<file path="config.mk">
export PLATFORM = sky130hd
export DESIGN_NAME = double_to_int32_bitwise_unit
export DESIGN_NICKNAME = d
export VERILOG_FILES = /design/src/rtl/core/d2i_pkg.sv /design/src/rtl/core/d2i_conv.sv /design/src/rtl/core/d2i_alu.sv /design/src/rtl/core/double_to_int32_bitwise_unit.sv
export SDC_FILE = /design/constraint.sdc
export NUM_CORES = 2
export LEC_CHECK = 0
export BUFFER_PORTS_ARGS = -buffer_cell sky130_fd_sc_hd__buf_2
export CORE_MARGIN = 1
export CORE_UTILIZATION = 25
export CTS_CLUSTER_SIZE = 12
export DETAILED_ROUTE_END_ITERATION = 10
export PLACE_DENSITY = 0.35
export SLEW_MARGIN = 20
export SYNTH_ARGS = -nofsm -noshare
export SYNTH_HDL_FRONTEND = slang
export SYNTH_SLANG_ARGS = --single-unit
</file>
<file path="constraint.sdc">
create_clock -name clk -period 24.6 [get_ports clk]
set_clock_uncertainty 0.05 [all_clocks]
set_input_delay 4.92 -clock clk [delete_from_list [all_inputs] [get_ports clk]]
set_output_delay 4.92 -clock clk [all_outputs]
set_load 0.01 [all_outputs]
</file>
<file path="src/rtl/core/d2i_pkg.sv">
package d2i_pkg;

  typedef enum logic [3:0] {
    ACT_SAT   = 4'd0,
    ACT_UINT  = 4'd1,
    ACT_INT   = 4'd2,
    ACT_UMUL  = 4'd3,
    ACT_SAR   = 4'd4,
    ACT_SHR   = 4'd5,
    ACT_AND   = 4'd6,
    ACT_OR    = 4'd7,
    ACT_XOR   = 4'd8,
    ACT_NOT   = 4'd9
  } action_t;

  localparam logic [10:0] EXP_ALL  = 11'h7FF;
  localparam logic [10:0] EXP_BIAS = 11'd1023;
  localparam logic [31:0] SIGN_WORD = 32'h8000_0000;
  localparam logic [31:0] MAX_POS   = 32'h7FFF_FFFF;

  // Stage-one result of one operand conversion
  typedef struct packed {
    logic [31:0] mag;
    logic        neg;
    logic        zero;
    logic        nan;
    logic        big;
  } conv_t;

endpackage

</file>
<file path="src/rtl/core/d2i_conv.sv">
module d2i_conv (
  input  logic [63:0]      bits,
  output d2i_pkg::conv_t   conv
);

  logic [10:0] ex;
  logic [52:0] mant;
  logic [10:0] scale;
  logic [5:0]  dn;
  logic [4:0]  up;
  logic [84:0] wide;

  // Truncate magnitude and reduce modulo 2^32
  always_comb begin
    ex    = bits[62:52];
    mant  = {1'b1, bits[51:0]};
    scale = ex - d2i_pkg::EXP_BIAS;
    dn    = '0;
    up    = '0;
    wide  = '0;
    conv.mag = '0;
    if (scale >= 11'd52) begin
      up   = scale[4:0] - 5'd20;
      wide = {32'd0, mant} << up;
      if (scale - 11'd52 < 11'd32) conv.mag = wide[31:0];
    end else begin
      dn = 6'd52 - scale[5:0];
      conv.mag = 32'(mant >> dn);
    end
    conv.neg  = bits[63];
    conv.zero = (ex == d2i_pkg::EXP_ALL) || (ex < d2i_pkg::EXP_BIAS);
    conv.nan  = (ex == d2i_pkg::EXP_ALL) && (bits[51:0] != '0);
    conv.big  = ex >= (d2i_pkg::EXP_BIAS + 11'd31);
    if (conv.zero) conv.mag = '0;
  end

endmodule

</file>
<file path="src/rtl/core/d2i_alu.sv">
module d2i_alu (
  input  logic [3:0]  action,
  input  logic [31:0] a,
  input  logic [31:0] b,
  input  logic [31:0] prod,
  input  logic [31:0] sat,
  output logic [31:0] word,
  output logic        uns
);

  // Select the operation result
  always_comb begin
    word = '0;
    uns  = 1'b0;
    unique case (action)
      d2i_pkg::ACT_SAT:  word = sat;
      d2i_pkg::ACT_UINT: begin word = a; uns = 1'b1; end
      d2i_pkg::ACT_INT:  word = a;
      d2i_pkg::ACT_UMUL: begin word = prod; uns = 1'b1; end
      d2i_pkg::ACT_SAR:  word = 32'($signed(a) >>> b[4:0]);
      d2i_pkg::ACT_SHR:  begin word = a >> b[4:0]; uns = 1'b1; end
      d2i_pkg::ACT_AND:  word = a & b;
      d2i_pkg::ACT_OR:   word = a | b;
      d2i_pkg::ACT_XOR:  word = a ^ b;
      d2i_pkg::ACT_NOT:  word = ~a;
      default: begin word = '0; uns = 1'b0; end
    endcase
  end

endmodule

</file>
<file path="src/rtl/core/double_to_int32_bitwise_unit.sv">
// Channel | Signals                                   | Dir
// in      | valid, ready, action, left_bits, right_bits | in
// out     | valid, ready, result_word, result_unsigned  | out
// Three register stages: convert, sign/multiply, select/output.
// One item enters per cycle when out is not stalled.
// The multiplier (32x32 low half) sets the middle stage.
// A stall on out freezes every stage that holds an item; bubbles fill first.
// rst clears the valid bits only and holds in_ready low.
module double_to_int32_bitwise_unit (
  input  logic        clk,
  input  logic        rst,
  input  logic        in_valid,
  output logic        in_ready,
  input  logic [3:0]  action,
  input  logic [63:0] left_bits,
  input  logic [63:0] right_bits,
  output logic        out_valid,
  input  logic        out_ready,
  output logic [31:0] result_word,
  output logic        result_unsigned
);

  d2i_pkg::conv_t cl, cr, s1_l, s1_r;
  logic [3:0]  s1_act, s2_act;
  logic        s1_v, s2_v, s3_v;
  logic [31:0] a_w, b_w, s2_a, s2_b, s2_prod, s2_sat, sat_w, word_w;
  logic        uns_w;
  logic        en1, en2, en3;

  d2i_conv u_cl (.bits(left_bits),  .conv(cl));
  d2i_conv u_cr (.bits(right_bits), .conv(cr));

  // Advance a stage when it is empty or the next one moves
  assign en3      = !s3_v || out_ready;
  assign en2      = !s2_v || en3;
  assign en1      = !s1_v || en2;
  assign in_ready = en1 && !rst;
  assign out_valid = s3_v;

  // Apply sign and saturation
  always_comb begin
    a_w = s1_l.neg ? 32'(-s1_l.mag) : s1_l.mag;
    b_w = s1_r.neg ? 32'(-s1_r.mag) : s1_r.mag;
    if (s1_l.nan) sat_w = '0;
    else if (s1_l.big) sat_w = s1_l.neg ? d2i_pkg::SIGN_WORD : d2i_pkg::MAX_POS;
    else sat_w = a_w;
  end

  d2i_alu u_alu (
    .action(s2_act), .a(s2_a), .b(s2_b), .prod(s2_prod), .sat(s2_sat),
    .word(word_w), .uns(uns_w)
  );

  // Hold valid bits
  always_ff @(posedge clk) begin
    if (rst) begin
      s1_v <= 1'b0;
      s2_v <= 1'b0;
      s3_v <= 1'b0;
    end else begin
      if (en1) s1_v <= in_valid;
      if (en2) s2_v <= s1_v;
      if (en3) s3_v <= s2_v;
    end
  end

  // Advance payload
  always_ff @(posedge clk) begin
    if (en1) begin
      s1_l   <= cl;
      s1_r   <= cr;
      s1_act <= action;
    end
    if (en2) begin
      s2_a    <= a_w;
      s2_b    <= b_w;
      s2_sat  <= sat_w;
      s2_act  <= s1_act;
      s2_prod <= 32'(a_w * b_w);
    end
    if (en3) begin
      result_word     <= word_w;
      result_unsigned <= uns_w;
    end
  end

endmodule

</file>
Word level (Yosys, flattened, before mapping)
Index checks and enable logic that the tools add are counted.
- register bits: 240
- word-level logic and storage cells: 81
- add/subtract/negate cells: 10
- $mul: 1
- magnitude comparators: 7
- equality and inequality tests: 11
- shift-type cells: 6
- multiplexer cells: 10
- bitwise gates (word level): 4
- reductions and logical operators: 15
- operators with widths (kind ; number):
    32-bit one-hot mux with 9 select lines ; 1
    32-bit 2-to-1 mux ; 8
    53-bit by 5-bit left shift with 32-bit output ; 2
    53-bit by 6-bit right shift with 32-bit output ; 2
    32-bit negator ; 2
    52-bit nonzero test ; 1
    32-bit AND ; 1
    32-bit by 32-bit multiplier with 32-bit output ; 1
    32-bit inverter ; 1
    32-bit bitwise OR ; 1
    32-bit by 5-bit right shift with 32-bit output ; 1
    32-bit by 5-bit >>> shifter with 32-bit output ; 1
    32-bit bitwise XOR ; 1
    11-bit equality test (second input constant) ; 2
    11-bit by 6-bit greater-or-equal comparator with 1-bit output (second input constant) ; 2
    11-bit by 10-bit < comparator with 1-bit output (second input constant) ; 2
    11-bit by 6-bit < comparator with 1-bit output (second input constant) ; 2
    11-bit by 10-bit subtractor with 11-bit output (second input constant) ; 2
    11-bit by 6-bit subtractor with 11-bit output (second input constant) ; 2
    4-bit by 3-bit equality test with 1-bit output (second input constant) ; 4
    6-bit subtractor (first input constant) ; 2
    11-bit greater-or-equal comparator (second input constant) ; 1
    5-bit subtractor (second input constant) ; 2
    4-bit by 2-bit equality test with 1-bit output (second input constant) ; 2
    other kinds (9) ; 18

Longest topological paths before layout
- word-level depth: 5
- mapped depth: 36

Cells and area by module
From an unflattened synthesis, not the netlist that was laid out.
- cells, all modules: 4270
- area, all modules: 40217.3 µm²
- by module, submodules not included (module ; instances ; cells each ; area each (µm²) ; sequential area each (µm²)):
    double_to_int32_bitwise_unit ; 1 ; 2233 ; 23879.2 ; 7176.9
    d2i_conv (u_cl) ; 1 ; 668 ; 5804.3 ; 0.0
    d2i_conv (u_cr) ; 1 ; 676 ; 5476.5 ; 0.0
    d2i_alu ; 1 ; 693 ; 5057.4 ; 0.0

Worst setup path before layout
No wires, ideal clock.
- path kind: input to output
- start: input port out_ready
- end: output port in_ready
- arrival: 5.341 ns
- path slack: 14.289 ns
- stages: 2
- path buffers: 0
- cells stage by stage: nor2b_1 -> a31oi_1
- cells in the longest elaborated chain, start to end: 4
- ends and longest elaborated chain (item ; line ; RTL):
    start, declared ; double_to_int32_bitwise_unit.sv:18 ; input logic out_ready,
    1-bit logical OR ; double_to_int32_bitwise_unit.sv:34 ; assign en3 = !s3_v || out_ready;
    1-bit logical OR ; double_to_int32_bitwise_unit.sv:35 ; assign en2 = !s2_v || en3;
    1-bit logical OR ; double_to_int32_bitwise_unit.sv:36 ; assign en1 = !s1_v || en2;
    1-bit logical AND ; double_to_int32_bitwise_unit.sv:37 ; assign in_ready = en1 && !rst;
    end, declared ; double_to_int32_bitwise_unit.sv:13 ; output logic in_ready,
No other way between the ends.

Worst setup path after layout
Same ends and word-level chain as after synthesis.

==> out/metrics.yaml <==
async_reset_ff_share_pct: 0
dpl.hpwl_mm: 121
cp_max_fo: 6
setup_viol_count_final: 0
drt_iter0_drc: 2361
status: "finished, final reports clean"
yosys.area_share.simple_pct: 15.8
final_layout_size_suffix_gt1_share_pct: 11.8
grt_max_degree: 100
antenna_found_initial: 6
syn_avg_cell_area_um2: 8.58
cts.sinks: 240
yosys-mux-area-fraction_pct: 9.04
cts_resized: 0
clk_latency_ns: 0.60
synth_fa_ha_area_share_pct: 28.7
post-route-period-util_pct: 43.8
seq_area_frac_synth_pct: 19.3
rows: 141
cts.path.max_buffers: 3
yosys_warnings: 0
synth_cells: 4345
post-route-min-period_ns: 10.77
grt_pass1_vias: 32500
area_growth_pct: 12.0
clkTransAtPathRegs_ns: 0.06
rsz0062_at_grt: "no"
synth_top_family_by_area: "adder cells"
h-tree-depth: 2
cp-end-kind: "output pin"
place_congestion: 0.891
ir_worst_vdd_v: 0.0000394
setup_tns_ns: 0
drtAntennaViolNets: 0
maxCapViolations: 0
numCtsBuffers: 35
core_mm2: 0.148
ys_types: 84
required_ns: 19.63
path_class: "primary input to output pin"
slew_headroom_pct: 24.2
nets: 5143
synth_ff_type: "edfxtp_1"
io_buffers: 170
met3_usage_pct: 1.65
cts_setup_buffers: 0
die_area_mm2: 0.151
via_count: 31700
grt_pass1_wl_mm: 228
placed_area_mm2: 0.0407
synth-xor-area-share_pct: 4.21
dr.pass1.iters: 7
start_util_pct: 25.2
stdcell_area_mm2: 0.0418
syn_nets: 5090
clockRootBuffer: "clkbuf_16"
routed_via_density: 4.99
hp-class: "flop to flop"
cp-start-kind: "primary input"
synth_edf_count: 237
finalPower_mw: 1.96
tightest_slew_ns: 1.14
hold_violations: 0
fp.dieH_um: 388
totalWireLength_mm: 155
globalRouteMet1Util_pct: 28.6
power_density_mw_per_mm2: 47.0
fmax_mhz: 92.9
layout_setup_ws_ns: 13.83
routedWlPerCell_um: 24.5
track_usage_pct: 20.4
power.leakage_nw: 18.0
cts.hold.buffers_added: 0
arrival_ns: 5.80
pin_count: 171
pre_cts_slack_ns: 13.81
drc: 0
whs_ns: 0.361
synth_compound_area_share_pct: 14.9
use_met2_pct: 34.3
slew_violations: 0
top_usage_layer: "met2"
synth_area_mm2: 0.0373
cts_tree: "done"
overflow: 0
die_w_um: 388
synth-seq-cells: 240
==> worst paths after layout <==
check	start	endpoint	slack, ns	depth (start not counted)
max	out_ready	in_ready	13.83	4
min reg2reg	s1_act[0]	s2_act[0]	0.36	0
min	s1_act[0]	s2_act[0]	0.36	0
max reg2reg	s1_l[4]	s2_prod[31]	14.45	29
==> worst max-delay path, cell delays in order <==
cell and delay (ns):
buf_2 0.09, nor2b_1 0.47, a31oi_1 0.15, buf_2 0.16
==> synth_stat cells (8+ instances only) <==
master / n / area (um^2)
nor3_1: 37 / 185
o211ai_1: 53 / 398
ha_1: 201 / 2510
clkinv_1: 15 / 56.3
and3_1: 8 / 50.1
a21o_1: 16 / 120
nand3_1: 49 / 245
o22ai_1: 42 / 263
o21a_1: 44 / 330
nor2b_1: 8 / 50.1
mux2_2: 60 / 676
a22oi_1: 9 / 67.6
nand4_1: 14 / 87.6
o21ai_0: 233 / 1170
edfxtp_1: 237 / 7120
clkbuf_1: 223 / 837
o221ai_1: 15 / 131
a222oi_1: 14 / 140
buf_1: 38 / 143
xor2_1: 72 / 631
a31oi_1: 29 / 181
nor2_1: 582 / 2180
mux2i_1: 116 / 1160
o41ai_1: 15 / 131
xnor2_1: 86 / 753
fa_1: 408 / 8170
or3_1: 11 / 68.8
o2111ai_1: 13 / 114
and2_1: 49 / 307
nand2b_1: 45 / 282
nor4_1: 22 / 138
a211oi_1: 49 / 368
a221oi_1: 18 / 158
or4_1: 10 / 75.1
mux4_2: 68 / 1530
o31ai_1: 19 / 143
inv_1: 519 / 1950
a21oi_1: 250 / 1250
nand2_1: 546 / 2050
==> per-stage QoR <==
stage,std cells,utilization (%)
floorplan,4345,-
global placement,6291,27.5
detailed placement,6291,27.5
CTS,6351,28.2
global route,6351,28.2
finish,6352,28.2
==> cells by family (layout without fill, tap and decap cells) <==
family / after synthesis / after routing
AOI/OAI and AO/OA: 881 / 881
xor gates and xnor gates: 167 / 167
adders and majority gates: 609 / 609
buffers and inverters: 802 / 878
DFF: 240 / 240
muxes: 244 / 244
other: 0 / 1
and+or+nand+nor: 1402 / 1402
==> final cells by class <==
class | count | area, um^2
Fill cell | 16100 | 106000
Tap cell | 1930 | 2410
Clock inverter | 18 | 173
Inverter | 539 | 2020
Clock buffer | 42 | 902
Timing Repair Buffer | 279 | 1670
Multi-Input combinational cell | 3303 | 27400
Antenna cell | 1 | 2.50
Sequential cell | 240 | 7180
==> layer usage <==
layer  vias to the layer above  wire length [um]
li1                      14800                 -
met1                     16100             73300
met2                       679             74400
met3                        99              5080
met4                         2              2530
met5                         -                13
==> sequential cells by signal, indices dropped and copies added, names as in the netlist <==
register / count
out_valid: 1
result_unsigned: 1
result_word: 32
s1_act: 4
s1_l: 35
s1_r: 33
s1_v: 1
s2_a: 32
s2_act: 4
s2_b: 32
s2_prod: 32
s2_sat: 32
s2_v: 1
==> where the power goes <==
part / internal (mW) / total, mW / leakage [nW] / switching [mW]
clock network: 0.285 / 0.493 / 0.527 / 0.209
logic: 0.295 / 0.910 / 14.6 / 0.615
registers: 0.510 / 0.557 / 2.84 / 0.0468
==> placed cells by master, fill, tap and decap left out, types with 13 or more instances in the layout <==
cell type	Yosys	routed
a211oi_1	49	49
a21o_1	16	16
a21oi_1	250	249
a221oi_1	18	18
a222oi_1	14	14
a31oi_1	29	29
and2_1	49	49
buf_2	0	169
buf_4	1	110
clkbuf_16	0	35
clkinv_1	15	22
edfxtp_1	237	237
fa_1	408	408
ha_1	201	198
inv_1	519	519
mux2_2	60	60
mux2i_1	116	116
mux4_2	68	68
nand2_1	546	545
nand2b_1	45	45
nand3_1	49	48
nand4_1	14	14
nor2_1	582	582
nor3_1	37	35
nor4_1	22	20
o2111ai_1	13	13
o211ai_1	53	53
o21a_1	44	44
o21ai_0	233	233
o221ai_1	15	15
o22ai_1	42	42
o31ai_1	19	19
o41ai_1	15	15
xnor2_1	86	82
xor2_1	72	49
xor2_2	2	21
(Power assumes the default switching activity.)
